**config.mk**
```make
export PLATFORM = sky130hd
export DESIGN_NAME = dual_pi_deadband_drive_mixer_top
export DESIGN_NICKNAME = d
export VERILOG_FILES = /design/src/sv/dpdm_pkg.sv /design/src/sv/dpdm_mul.sv /design/src/sv/dual_pi_deadband_drive_mixer_top.sv
export VERILOG_INCLUDE_DIRS = /design/src /design/src/sv
export SDC_FILE = /design/constraint.sdc
export NUM_CORES = 2
export LEC_CHECK = 0
export BUFFER_PORTS_ARGS = -buffer_cell sky130_fd_sc_hd__buf_4
export CORE_UTILIZATION = 65
export CTS_CLUSTER_DIAMETER = 50
export DETAILED_ROUTE_END_ITERATION = 8
export PLACE_DENSITY = 0.86
export SLEW_MARGIN = 5
export SYNTH_ARGS = -nofsm -noshare
export SYNTH_HDL_FRONTEND = slang
export SYNTH_HIERARCHICAL = 1
export SYNTH_SLANG_ARGS = --single-unit
```
**constraint.sdc**
```tcl
create_clock -name clk -period 11.8 [get_ports clk]
set_clock_uncertainty 0.1 [all_clocks]
set_input_delay 2.36 -clock clk [delete_from_list [all_inputs] [get_ports clk]]
set_output_delay 2.36 -clock clk [all_outputs]
set_load 0.02 [all_outputs]
```
**src/sv/dual_pi_deadband_drive_mixer_top_assert.svh**
```systemverilog
// ----------------------------------------------------------------------------
// dual_pi_deadband_drive_mixer_top_assert
// Assertion macros for the drive mixer block.
// ----------------------------------------------------------------------------
`ifndef DUAL_PI_DEADBAND_DRIVE_MIXER_TOP_ASSERT_SVH
`define DUAL_PI_DEADBAND_DRIVE_MIXER_TOP_ASSERT_SVH

// Implication checked on the next clock edge after the antecedent.
`define DPDM_ASSERT_NEXT(lbl, ante, cons, msg) \
	lbl: assert property (@(posedge clk) disable iff (!arst_n) (ante) |=> (cons)) \
		else $error(msg);

// Implication checked in the same clock edge as the antecedent.
`define DPDM_ASSERT_SAME(lbl, ante, cons, msg) \
	lbl: assert property (@(posedge clk) disable iff (!arst_n) (ante) |-> (cons)) \
		else $error(msg);

`endif

```
**src/sv/dpdm_pkg.sv**
```systemverilog
// ----------------------------------------------------------------------------
// dpdm_pkg
// Shared types and constants of the dual PI drive mixer.
// ----------------------------------------------------------------------------
`timescale 1ns / 1ps
`default_nettype none
package dpdm_pkg;
	localparam int GAIN_FRAC = 8;
	localparam int INT_EXTRA = 12;
	localparam int MUL_BW    = 16;
	localparam int DRV_W     = 12;
	localparam int WHEEL_W   = 9;
	localparam int CFG_W     = 16;
	localparam int CFG_AW    = 3;
	localparam int OP_W      = 3;

	typedef enum logic [CFG_AW-1:0] {
		CFG_DIST_GAIN  = 3'd0,
		CFG_ANGLE_GAIN = 3'd1,
		CFG_INT_FACTOR = 3'd2,
		CFG_DEADBAND   = 3'd3,
		CFG_WHEEL_OFS  = 3'd4,
		CFG_WHEEL_THR  = 3'd5,
		CFG_SMOOTH_SH  = 3'd6,
		CFG_UNUSED     = 3'd7
	} cfg_idx_t;

	typedef enum logic [OP_W-1:0] {
		OP_NONE       = 3'd0,
		OP_TOGGLE     = 3'd1,
		OP_DIST_UP    = 3'd2,
		OP_DIST_DOWN  = 3'd3,
		OP_ANGLE_UP   = 3'd4,
		OP_ANGLE_DOWN = 3'd5,
		OP_RSVD6      = 3'd6,
		OP_RSVD7      = 3'd7
	} op_t;

	typedef enum logic [2:0] {
		ST_IDLE,
		ST_PREP,
		ST_ERR,
		ST_M1,
		ST_M2,
		ST_M3,
		ST_MIX
	} state_t;

	typedef struct packed {
		logic start;
		logic busy;
		logic done;
	} mul_ctl_t;
endpackage
`default_nettype wire

```
**src/sv/dpdm_mul.sv**
```systemverilog
// ----------------------------------------------------------------------------
// dpdm_mul
// Bit-serial shift-add multiplier: signed multiplicand, unsigned multiplier.
// ----------------------------------------------------------------------------
`timescale 1ns / 1ps
`default_nettype none
module dpdm_mul import dpdm_pkg::*; #(
	parameter int AW = 50
) (
	input  wire logic                 clk,
	input  wire logic                 arst_n,
	input  wire logic                 start,
	input  wire logic signed [AW-1:0] a,
	input  wire logic [MUL_BW-1:0]    b,
	output logic                      busy,
	output logic                      done,
	output logic signed [AW-1:0]      prod
);
	localparam int CW = $clog2(MUL_BW + 1);

	logic signed [AW-1:0] acc_q, a_q;
	logic [MUL_BW-1:0]    b_q;
	logic [CW-1:0]        cnt_q;
	logic                 busy_q, done_q;

	always_ff @(posedge clk or negedge arst_n) begin
		if (!arst_n) begin
			busy_q <= 1'b0;
			done_q <= 1'b0;
			cnt_q  <= '0;
		end else begin
			done_q <= 1'b0;
			if (start) begin
				busy_q <= 1'b1;
				cnt_q  <= CW'(MUL_BW);
			end else if (busy_q) begin
				cnt_q <= cnt_q - 1'b1;
				if (cnt_q == CW'(1)) begin
					busy_q <= 1'b0;
					done_q <= 1'b1;
				end
			end
		end
	end

	// one multiplier bit per cycle
	always_ff @(posedge clk) begin
		if (start) begin
			acc_q <= '0;
			a_q   <= a;
			b_q   <= b;
		end else if (busy_q) begin
			if (b_q[0])
				acc_q <= acc_q + a_q;
			a_q <= a_q <<< 1;
			b_q <= b_q >> 1;
		end
	end

	assign busy = busy_q;
	assign done = done_q;
	assign prod = acc_q;
endmodule
`default_nettype wire

```
**src/sv/dual_pi_deadband_drive_mixer_top.sv**
```systemverilog
// ----------------------------------------------------------------------------
// dual_pi_deadband_drive_mixer_top
// Two PI loops with error deadband, sample smoothing and wheel mixing.
// ----------------------------------------------------------------------------
// Usage:
//  Input stream s_*: one word per control tick. tdata carries distance_sample
//  (low bits) then angle_sample; tuser carries the key operation.
//  Output stream m_*: one word per tick with both wheel commands, both loop
//  drives and the auto mode flag.
//  Config port cfg_*: write gains, integral factor, deadband, wheel offset,
//  threshold and smoothing shift while the block is idle.
// Sequence:
//  In manual mode a tick passes through prepare, one error step per loop, mix
//  and back to idle. In auto mode it passes through prepare, then for each
//  loop an error step and three serial multiplies on the bit-serial
//  multiplier, then mix and idle. One tick is in work at a time; s_tready
//  is high only while idle.
// Reset:
//  Asynchronous arst_n restores register defaults, setpoints 180 and 18,
//  clears filters, integrals, held drives, auto mode and priming.
// Stall:
//  The result sits in an output register; a new tick is taken while it
//  waits, and its result is held back until m_tready drains the old one.
// ----------------------------------------------------------------------------
`timescale 1ns / 1ps
`default_nettype none
`include "dual_pi_deadband_drive_mixer_top_assert.svh"
module dual_pi_deadband_drive_mixer_top import dpdm_pkg::*; #(
	parameter int SAMPLE_WIDTH  = 16,
	parameter int FRACTION_BITS = 4
) (
	input  wire logic                  clk,
	input  wire logic                  arst_n,
	input  wire logic                  cfg_we,
	input  wire logic [CFG_AW-1:0]     cfg_addr,
	input  wire logic [CFG_W-1:0]      cfg_wdata,
	input  wire logic                  s_tvalid,
	output logic                       s_tready,
	// distance_sample, angle_sample, zero fill
	input  wire logic [((2*SAMPLE_WIDTH+7)/8)*8-1:0] s_tdata,
	// operation
	input  wire logic [OP_W-1:0]       s_tuser,
	output logic                       m_tvalid,
	input  wire logic                  m_tready,
	// left_wheel, right_wheel, distance_drive, angle_drive, auto_active, zero fill
	output logic [47:0]                m_tdata
);
	localparam int SW  = SAMPLE_WIDTH;
	localparam int AW  = SW + 34;
	localparam int IW  = FRACTION_BITS + INT_EXTRA + 8;
	localparam int LW  = SW + 1;
	localparam logic signed [AW-1:0] SMAX = AW'((64'sd1 <<< (SW - 1)) - 1);
	localparam logic signed [AW-1:0] SMIN = -SMAX - 1;
	localparam logic signed [AW-1:0] WRAP = AW'(64'sd359 <<< FRACTION_BITS);
	localparam logic signed [AW-1:0] DSTEP = AW'(64'sd5 <<< FRACTION_BITS);
	localparam logic signed [AW-1:0] ASTEP = AW'(64'sd1 <<< FRACTION_BITS);
	localparam logic signed [AW-1:0] LIM = AW'(64'sd100 <<< FRACTION_BITS);
	localparam logic signed [AW-1:0] ILIM = AW'(64'sd100 <<< (FRACTION_BITS + INT_EXTRA));
	localparam logic signed [AW-1:0] SP_D0 = AW'(64'sd180 <<< FRACTION_BITS);
	localparam logic signed [AW-1:0] SP_A0 = AW'(64'sd18 <<< FRACTION_BITS);

	// configuration
	logic [11:0] dgain_q, again_q;
	logic [15:0] ifac_q;
	logic [7:0]  db_q;
	logic [10:0] wofs_q, wthr_q;
	logic [2:0]  ssh_q;

	always_ff @(posedge clk or negedge arst_n) begin
		if (!arst_n) begin
			dgain_q <= 12'd973;
			again_q <= 12'd128;
			ifac_q  <= 16'd655;
			db_q    <= 8'd8;
			wofs_q  <= 11'd400;
			wthr_q  <= 11'd40;
			ssh_q   <= 3'd2;
		end else if (cfg_we) begin
			unique case (cfg_idx_t'(cfg_addr))
				CFG_DIST_GAIN:  dgain_q <= cfg_wdata[11:0];
				CFG_ANGLE_GAIN: again_q <= cfg_wdata[11:0];
				CFG_INT_FACTOR: ifac_q  <= cfg_wdata;
				CFG_DEADBAND:   db_q    <= cfg_wdata[7:0];
				CFG_WHEEL_OFS:  wofs_q  <= cfg_wdata[10:0];
				CFG_WHEEL_THR:  wthr_q  <= cfg_wdata[10:0];
				CFG_SMOOTH_SH:  ssh_q   <= cfg_wdata[2:0];
				default: ;
			endcase
		end
	end

	// tick and loop state
	state_t state_q, state_d;
	logic                 li_q;
	logic [OP_W-1:0]      op_q;
	logic signed [SW-1:0] samp_q [2];
	logic signed [SW-1:0] filt_q [2];
	logic signed [SW-1:0] sp_q   [2];
	logic signed [LW-1:0] last_q [2];
	logic signed [IW-1:0] integ_q[2];
	logic signed [DRV_W-1:0] held_q[2];
	logic signed [LW-1:0] e_q;
	logic signed [AW-1:0] p_q;
	logic                 auto_q, primed_q;
	logic                 m_tvalid_q;
	logic [47:0]          m_tdata_q;

	logic                 mul_start, mul_busy, mul_done;
	logic signed [AW-1:0] mul_a, mul_p;
	logic [MUL_BW-1:0]    mul_b;

	dpdm_mul #(.AW(AW)) u_mul (
		.clk    (clk),
		.arst_n (arst_n),
		.start  (mul_start),
		.a      (mul_a),
		.b      (mul_b),
		.busy   (mul_busy),
		.done   (mul_done),
		.prod   (mul_p)
	);

	// error with deadband for the current loop
	logic signed [AW-1:0] ew, e_c, dbx;
	logic [MUL_BW-1:0]    gain_c;
	always_comb begin
		dbx = AW'($signed({1'b0, db_q}));
		ew  = AW'(sp_q[li_q]) - AW'(filt_q[li_q]);
		if (ew > dbx)
			e_c = ew - dbx;
		else if (ew < -dbx)
			e_c = ew + dbx;
		else
			e_c = '0;
		gain_c = li_q ? MUL_BW'(again_q) : MUL_BW'(dgain_q);
	end

	// integral and drive update after the last multiply
	logic signed [AW-1:0] ui, u, uc, ic;
	always_comb begin
		ui = AW'(integ_q[li_q]) + (mul_p >>> INT_EXTRA);
		u  = p_q + (ui >>> INT_EXTRA);
		uc = (u > LIM) ? LIM : ((u < -LIM) ? -LIM : u);
		ic = (ui > ILIM) ? ILIM : ((ui < -ILIM) ? -ILIM : ui);
	end

	// next state and multiplier control
	always_comb begin
		state_d   = state_q;
		mul_start = 1'b0;
		mul_a     = AW'(e_c);
		mul_b     = gain_c;
		s_tready  = (state_q == ST_IDLE);
		unique case (state_q)
			ST_IDLE: if (s_tvalid) state_d = ST_PREP;
			ST_PREP: state_d = ST_ERR;
			ST_ERR: begin
				if (auto_q) begin
					mul_start = 1'b1;
					state_d   = ST_M1;
				end else if (li_q) begin
					state_d = ST_MIX;
				end
			end
			ST_M1: begin
				mul_a = AW'(last_q[li_q]);
				if (mul_done) begin
					mul_start = 1'b1;
					state_d   = ST_M2;
				end
			end
			ST_M2: begin
				mul_a = mul_p;
				mul_b = ifac_q;
				if (mul_done) begin
					mul_start = 1'b1;
					state_d   = ST_M3;
				end
			end
			ST_M3: begin
				if (mul_done)
					state_d = li_q ? ST_MIX : ST_ERR;
			end
			ST_MIX: if (!m_tvalid_q || m_tready) state_d = ST_IDLE;
			default: state_d = ST_IDLE;
		endcase
	end

	always_ff @(posedge clk or negedge arst_n) begin
		if (!arst_n)
			state_q <= ST_IDLE;
		else
			state_q <= state_d;
	end

	// setpoint steps and smoothing
	logic [2:0]           sh_c;
	logic signed [AW-1:0] dsp_c, asp_c, t_c;
	logic signed [SW-1:0] fnew [2];
	always_comb begin
		sh_c  = (ssh_q > 3'd4) ? 3'd4 : ssh_q;
		dsp_c = AW'(sp_q[0]);
		asp_c = AW'(sp_q[1]);
		t_c   = '0;
		unique case (op_t'(op_q))
			OP_DIST_UP: begin
				t_c   = AW'(sp_q[0]) + DSTEP;
				if (t_c > WRAP) t_c = t_c - WRAP;
				dsp_c = (t_c > SMAX) ? SMAX : ((t_c < SMIN) ? SMIN : t_c);
			end
			OP_DIST_DOWN: begin
				t_c   = AW'(sp_q[0]) - DSTEP;
				if (t_c < 0) t_c = t_c + WRAP;
				dsp_c = (t_c > SMAX) ? SMAX : ((t_c < SMIN) ? SMIN : t_c);
			end
			OP_ANGLE_UP: begin
				t_c   = AW'(sp_q[1]) + ASTEP;
				asp_c = (t_c > SMAX) ? SMAX : t_c;
			end
			OP_ANGLE_DOWN: begin
				t_c   = AW'(sp_q[1]) - ASTEP;
				asp_c = (t_c < SMIN) ? SMIN : t_c;
			end
			default: ;
		endcase
		for (int k = 0; k < 2; k++) begin
			logic signed [SW:0] fo, df;
			fo = primed_q ? (SW+1)'(filt_q[k]) : (SW+1)'(samp_q[k]);
			df = (SW+1)'(samp_q[k]) - fo;
			fnew[k] = SW'(fo + (df >>> sh_c));
		end
	end

	// wheel mixing
	function automatic logic signed [WHEEL_W-1:0] mix_wheel(
		input logic signed [DRV_W+1:0] x,
		input logic [10:0]             thr,
		input logic [10:0]             ofs
	);
		logic signed [DRV_W+2:0] v, mag, r;
		v   = (DRV_W+3)'(x);
		mag = (v < 0) ? -v : v;
		if (mag > (DRV_W+3)'($signed({1'b0, thr})))
			v = (v >= 0) ? v + (DRV_W+3)'($signed({1'b0, ofs}))
			             : v - (DRV_W+3)'($signed({1'b0, ofs}));
		r = (v >= 0) ? (v >>> FRACTION_BITS) : -((-v) >>> FRACTION_BITS);
		if (r > 255) r = 255;
		if (r < -255) r = -255;
		return WHEEL_W'(r);
	endfunction

	logic signed [DRV_W+1:0] lmix, rmix;
	assign lmix = -(DRV_W+2)'(held_q[0]) + (DRV_W+2)'(held_q[1]);
	assign rmix = -(DRV_W+2)'(held_q[0]) - (DRV_W+2)'(held_q[1]);

	always_ff @(posedge clk or negedge arst_n) begin
		if (!arst_n) begin
			li_q       <= 1'b0;
			auto_q     <= 1'b0;
			primed_q   <= 1'b0;
			m_tvalid_q <= 1'b0;
			sp_q[0]    <= SW'(SP_D0);
			sp_q[1]    <= SW'(SP_A0);
			for (int k = 0; k < 2; k++) begin
				filt_q[k]  <= '0;
				last_q[k]  <= '0;
				integ_q[k] <= '0;
				held_q[k]  <= '0;
			end
		end else begin
			// load a new word, or drop the old one once it is taken
			if (state_q == ST_MIX && (!m_tvalid_q || m_tready))
				m_tvalid_q <= 1'b1;
			else if (m_tvalid_q && m_tready)
				m_tvalid_q <= 1'b0;
			unique case (state_q)
				ST_IDLE: li_q <= 1'b0;
				ST_PREP: begin
					// apply key, prime and smooth
					if (op_t'(op_q) == OP_TOGGLE) auto_q <= !auto_q;
					sp_q[0]   <= SW'(dsp_c);
					sp_q[1]   <= SW'(asp_c);
					filt_q[0] <= fnew[0];
					filt_q[1] <= fnew[1];
					primed_q  <= 1'b1;
				end
				ST_ERR: begin
					if (!auto_q) begin
						// manual: track measurement, hold drive
						sp_q[li_q]    <= filt_q[li_q];
						last_q[li_q]  <= '0;
						integ_q[li_q] <= IW'(AW'(held_q[li_q]) <<< INT_EXTRA);
						li_q          <= 1'b1;
					end
				end
				ST_M3: begin
					if (mul_done) begin
						integ_q[li_q] <= IW'(ic);
						held_q[li_q]  <= DRV_W'(uc);
						last_q[li_q]  <= e_q;
						li_q          <= 1'b1;
					end
				end
				default: ;
			endcase
		end
	end

	// payload registers
	always_ff @(posedge clk) begin
		if (s_tvalid && s_tready) begin
			op_q      <= s_tuser;
			samp_q[0] <= s_tdata[SW-1:0];
			samp_q[1] <= s_tdata[2*SW-1:SW];
		end
		if (state_q == ST_ERR)
			e_q <= LW'(e_c);
		if (state_q == ST_M1 && mul_done)
			p_q <= mul_p >>> GAIN_FRAC;
		if (state_q == ST_MIX && (!m_tvalid_q || m_tready))
			m_tdata_q <= {5'b0, auto_q, held_q[1], held_q[0],
			              mix_wheel(rmix, wthr_q, wofs_q),
			              mix_wheel(lmix, wthr_q, wofs_q)};
	end

	assign m_tvalid = m_tvalid_q;
	assign m_tdata  = m_tdata_q;

	logic signed [DRV_W-1:0] ddrv_mon;
	assign ddrv_mon = m_tdata[29:18];

	`DPDM_ASSERT_NEXT(a_one_tick, s_tvalid && s_tready, !s_tready, "tick accepted while busy")
	`DPDM_ASSERT_SAME(a_mul_idle, state_q == ST_IDLE, !mul_busy, "multiplier busy when idle")
	`DPDM_ASSERT_SAME(a_drv_lim, m_tvalid, (ddrv_mon <= DRV_W'(LIM)) && (ddrv_mon >= -DRV_W'(LIM)), "drive out of range")
endmodule
`default_nettype wire
```
### Word-level counts from Yosys, hierarchy flattened

Memories as Yosys holds them, arrays and structs flattened.
Cells that the tools add are included.

| storage, ports and cells | value |
|---|---|
| RAM bits | 32 |
| output and inout port bits | 50 |
| bits in registers | 478 |
| input port bits | 59 |
| memories kept | 1 |

Memories:

| memory | words | width | rd ports | clocked after memory_dff | write ports | RTL line | source |
|---|---|---|---|---|---|---|---|
| samp_q | 2 | 16 | 2 | 0 | 2 | dual_pi_deadband_drive_mixer_top.sv:96 | `logic signed [SW-1:0] samp_q [2];` |

| operators by class | value |
|---|---|
| shift operators | 2 |
| reduce and logical (&&, ||, !) cells | 31 |
| multiplexer cells | 105 |
| equal/unequal tests | 27 |
| bitwise gates (word level) | 3 |
| add/subtract/negate cells | 31 |
| $lt $le $gt $ge | 29 |

Operator list:

| operator | number |
|---|---|
| 50-bit two-way mux | 8 |
| 16-bit two-way mux | 16 |
| 15-bit two-way mux | 14 |
| 24-bit two-way mux | 6 |
| 17-bit two-way mux | 6 |
| 50-bit by 16-bit greater-than comparator with 1-bit output, second input constant | 2 |
| 50-bit by 16-bit less-than comparator with 1-bit output, second input constant | 2 |
| 50-bit case mux with 2 select lines | 1 |
| 48-bit bitwise mux | 2 |
| 48-bit two-way mux | 2 |
| 48-bit case mux with 2 select lines | 1 |
| 12-bit two-way mux | 7 |
| 34-bit two-way mux | 2 |
| 34-bit case mux with 2 select lines | 1 |
| 16-bit case mux with 2 select lines | 2 |
| 32-bit case mux with 2 select lines | 1 |
| 50-bit adder | 1 |
| 17-bit by 50-bit less-than comparator with 1-bit output | 1 |
| 8-bit negator with 50-bit output | 1 |
| 42-bit by 27-bit adder with 43-bit output | 1 |
| 43-bit by 12-bit greater-than comparator with 1-bit output, second input constant | 1 |
| 43-bit by 12-bit less-than comparator with 1-bit output, second input constant | 1 |
| 24-bit by 38-bit adder with 39-bit output | 1 |
| 39-bit by 24-bit greater-than comparator with 1-bit output, second input constant | 1 |
| other kinds (70) | 147 |

### Depth between registers and ports, before layout

| depth | value |
|---|---|
| depth after elaboration | 14 |
| gate-level depth with buffers | 36 |

### Modules after synthesis

The synthesis kept the hierarchy.

Modules (own cells, without submodules):

| module | times used | area each (µm²) | seq. area each (µm²) | cells an instance |
|---|---|---|---|---|
| dual_pi_deadband_drive_mixer_top | 1 | 35464.0 | 10403.7 | 4151 |
| dpdm_mul | 1 | 7722.4 | 3158.0 | 802 |

### Worst setup path before layout

No wires, ideal clock.

| timing | value |
|---|---|
| path kind | register -> register |
| start | register li_q |
| end | register held_q[6] in the netlist's numbering |
| arrival | 8.314 ns |
| required time | 11.564 ns |
| library setup time | 0.136 ns |
| path slack | 3.250 ns |
| path buffers | 4 |
| stages on the path, launching flop included | 35 |
| path through | dfrtp_1 > clkbuf_1 > clkbuf_1 > clkbuf_1 > mux2_2 > ha_1 > fa_1 > a21oi_1 > o21bai_1 > a2111oi_0 > or3_1 > a21oi_1 > o21ai_0 > a21oi_1 > o21ai_0 > nand2b_1 > a2111oi_0 > a21oi_1 > inv_1 > ha_1 > clkbuf_1 > a21o_1 > a21o_1 > a21oi_1 > nor2_1 > or4_1 > a221oi_1 > xnor2_1 > or4_1 > nor4_1 > and4_1 > nor4bb_1 > mux2_2 > nand2_1 > a2bb2oi_1 |

| on the way | value |
|---|---|
| word-level cells in the longest chain between the ends | 10 |
| elaborated cells between the ends (all ways) | 16 |
| classes of those cells | add/sub: 2; order compare: 4; mux: 8; bitwise: 1; reduce/logical: 1 |

Ends and longest elaborated chain:

| element | RTL line | source |
|---|---|---|
| start, declared | dual_pi_deadband_drive_mixer_top.sv:94 | `logic li_q;` |
| start signal, assigned | dual_pi_deadband_drive_mixer_top.sv:258 | `li_q <= 1'b0;` |
| start signal, assigned | dual_pi_deadband_drive_mixer_top.sv:277 | `ST_IDLE: li_q <= 1'b0;` |
| start signal, assigned | dual_pi_deadband_drive_mixer_top.sv:293 | `li_q <= 1'b1;` |
| 1-bit inverter with 2-bit output (not written as such) * | dual_pi_deadband_drive_mixer_top.sv:141, dual_pi_deadband_drive_mixer_top.sv:299 |  |
| 24-bit two-way mux (not written as such) (3 in series) | dual_pi_deadband_drive_mixer_top.sv:141 | `ui = AW'(integ_q[li_q]) + (mul_p >>> INT_EXTRA);` |
| 24-bit by 38-bit adder with 39-bit output | dual_pi_deadband_drive_mixer_top.sv:141 |  |
| 42-bit by 27-bit adder with 43-bit output | dual_pi_deadband_drive_mixer_top.sv:142 | `u = p_q + (ui >>> INT_EXTRA);` |
| 43-bit by 12-bit less-than comparator with 1-bit output | dual_pi_deadband_drive_mixer_top.sv:143 | `uc = (u > LIM) ? LIM : ((u < -LIM) ? -LIM : u);` |
| 12-bit two-way mux (2 in series) | dual_pi_deadband_drive_mixer_top.sv:143 |  |
| 24-bit bitwise mux * | dual_pi_deadband_drive_mixer_top.sv:299 | `held_q[li_q] <= DRV_W'(uc);` |
| end signal, assigned by index | dual_pi_deadband_drive_mixer_top.sv:299 |  |
| end, declared | dual_pi_deadband_drive_mixer_top.sv:101 | `logic signed [DRV_W-1:0] held_q[2];` |

Every way passes the cells marked *; elsewhere a longest branch is shown, timed or not. The select of a mux whose other input is x is not followed.
A chain may end at the register's enable or synchronous reset.

### Worst setup path after layout

Same ends and word-level chain as after synthesis.

==> out/qor.yml <==
finish:
  num-fill-cells: 4889
  drive_above_1_share: 0.115
  area_growth_pct: 8.19
  mostFrequentLayoutCells: "nand2_1 (454), nor2_1 (407), a21oi_1 (387)"
  fin_nets: 5341
  stdcell_area_um2: 46700
  layout_commonest_cell: "nand2_1"
setup_path:
  r2r_cells: 30
  crit_type: "reg -> reg"
  critPathRequiredTime_ps: 12180
  path_max_fanout: 41
  crit_path_frequent_cell: "a21oi_1"
  crit_family: "compound AO/OA/AOI/OAI gates"
  critical_path_buf_inv_count: 4
  crit_path_start_kind: "flip-flop"
  rr_endpoint: "held_q[6]"
  crit_arrival_ps: 10070
  slowest_delay_ps: 820
  crit_slowest_cell: "dfrtp_4"
  reg2reg_from: "li_q"
  cp-end-kind: "flip-flop"
  rrSetupSlack_ps: 2110
place:
  placed_area_um2: 44500
  gp_congestion: 0.982
  io_buffer_count: 103
  dp_hpwl_mm: 88.0
detailed_routing:
  viasPerCell: 6.64
  drtIter0Drc: 3891
  antenna_left: 0
  wl_per_cell_um: 20.6
  wirelength_mm: 121
  drc: 0
  vias: 38817
  first_pass_iters: 9
sta:
  drv_slew: 0
  slew_headroom: 0.197
  rsz0062_at_grt: "no"
  hold_slack_ps: 380
  finalSetupViolCount: 0
  period_needed_ps: 9690
  worst_pin_slew_ps: 1200
  post-route-period-util: 0.821
  hold_viol_final: 0
  tns_ps: 0
  fmax_mhz: 103
floorplan:
  die_w_um: 260
  start_util: 0.657
  rows: 94
  core-area_um2: 65700
  fp.dieH_um: 260
  io_pins: 109
  die-area_um2: 67500
clock_tree:
  clk_path_buf_depth: 3
  numCtsBuffers: 66
  clock_sinks: 510
  clk_latency_ps: 630
  postCtsHoldBufs: 0
  cts-resized-gates: 0
  htree_levels: 3
  post_cts_buffers: 0
  cts_tree: "built"
  root_buffer: "clkbuf_16"
  clkTransAtPathRegs_ps: 60
global_route:
  grt_pass1_wl_mm: 192
  antenna_found_initial: 4
  grt_max_degree: 110
  overflow: 0
  grt_pass1_vias: 36514
  grt_usage: 0.351
min_path:
  min_path_cells: 2
  hp-start: "integ_q[28]"
  min_to: "integ_q[28]"
  hold_class: "reg -> reg"
yosys:
  syn_inst: 4953
  syn_area_per_cell_um2: 8.72
  synth_cell_types: 116
  ys_ff_latch: 510
  ys_warn_count: 6
  synth_ff_type: "dfrtp_1"
  synth_edf_count: 203
  synth-async-reset-ratio: 0.504
  synth-seq-area-share: 0.314
  netlist_area_um2: 43200
run_status:
  status: "finished, final reports clean"
flow_run:
  maxCapViolCount: 0
sequential cells by signal, summed over array words and instances (netlist names), 11 cells and up:
register and flops:
again_q 12, dgain_q 12, e_q 17, filt_q 32, held_q 24, ifac_q 16
integ_q 48, last_q 34, m_tdata 43, p_q 42, samp_q 32, sp_q 32
u_mul/a_q 50, u_mul/b_q 16, u_mul/prod 50, wofs_q 11, wthr_q 11
final cells by class:
cell class | count | area (µm²) | share of cell area
multi-input cells | 3983 | 27900 | 0.598
well taps | 864 | 1080 | 0.0231
clock inverters | 31 | 324 | 0.00694
flip-flops and latches | 510 | 13600 | 0.290
repair buffers | 140 | 1060 | 0.0227
diodes | 2 | 5.00 | 0.000107
clock buffers | 91 | 1890 | 0.0405
inverters | 228 | 856 | 0.0183
worst max-delay path by stage:
stage          startpoint   endpoint  slack [ps]  depth (start not counted)
2_1_floorplan        li_q  held_q[6]        3250                         34
4_1_cts              li_q  held_q[6]        2340                         30
3_5_place_dp         li_q  held_q[6]        2370                         30
3_3_place_gp         li_q  held_q[6]        2610                         30
6_report             li_q  held_q[6]        2110                         30
5_1_grt              li_q  held_q[6]        1480                         30
worst reg2reg max path: cells and delay by family (launching register included):
kind,cells,cell delay (ps)
AO/OA/AOI/OAI,12,3360
XOR/XNOR,1,140
buffers and inverters,4,1210
AND/OR/NAND/NOR,9,2580
adder cells (fa/ha/maj),2,640
multiplexers,2,690
flip-flops,1,820
cell usage after synthesis (all sizes together), types with 31 or more instances:
library cell    n  area [µm²]
a211oi         51         410
a21o          157        1180
a21oi         392        1980
a22o           43         377
a31oi          53         332
and2           44         275
and3           33         208
buf            46         234
clkbuf        190         714
dfrtp         230        5760
dfxtp          50        1000
edfxtp        203        6100
ha            339        4240
inv           227         852
mux2          199        2240
mux2i         119        1190
nand2         455        1710
nand2b         55         344
nand3         113         566
nand4          54         338
nor2          412        1550
nor2b          57         359
nor3          115         581
nor4           33         225
o211ai         31         238
o21a           64         480
o21ai         285        1430
o21bai         49         368
o22ai          38         238
o31ai          38         300
or2            31         194
or3            37         231
xnor2         224        1960
xor2          102         901
routing by layer:
metal / global-route usage / vias up / wire length [µm]
met3: 0.0676 / 304 / 11600
met5: 0 / - / 18
li1: - / 18182 / -
met4: 0.140 / 4 / 4400
met2: 0.550 / 1854 / 54200
met1: 0.476 / 18473 / 50500
logic make-up after synthesis:
family,share of synthesized area
multiplexers,0.0811
AO/OA/AOI/OAI,0.218
flip-flops,0.314
buffers and inverters,0.0418
AND/OR/NAND/NOR,0.174
other,0.0000868
adder cells (fa/ha/maj),0.105
XOR/XNOR,0.0663
metrics by stage:
| step | instances | util | setup WS (ps) |
|---|---|---|---|
| 2_1_floorplan | 4957 | - | 3250 |
| 3_3_place_gp | 5725 | 0.677 | 2610 |
| 3_5_place_dp | 5725 | 0.677 | 2370 |
| 5_1_grt | 5847 | 0.711 | 1480 |
| 6_report | 5849 | 0.711 | 2110 |
| 4_1_cts | 5847 | 0.711 | 2340 |
Power is not shown: default switching activity piles up to over one toggle a cycle in this logic, so the estimate is an artifact.
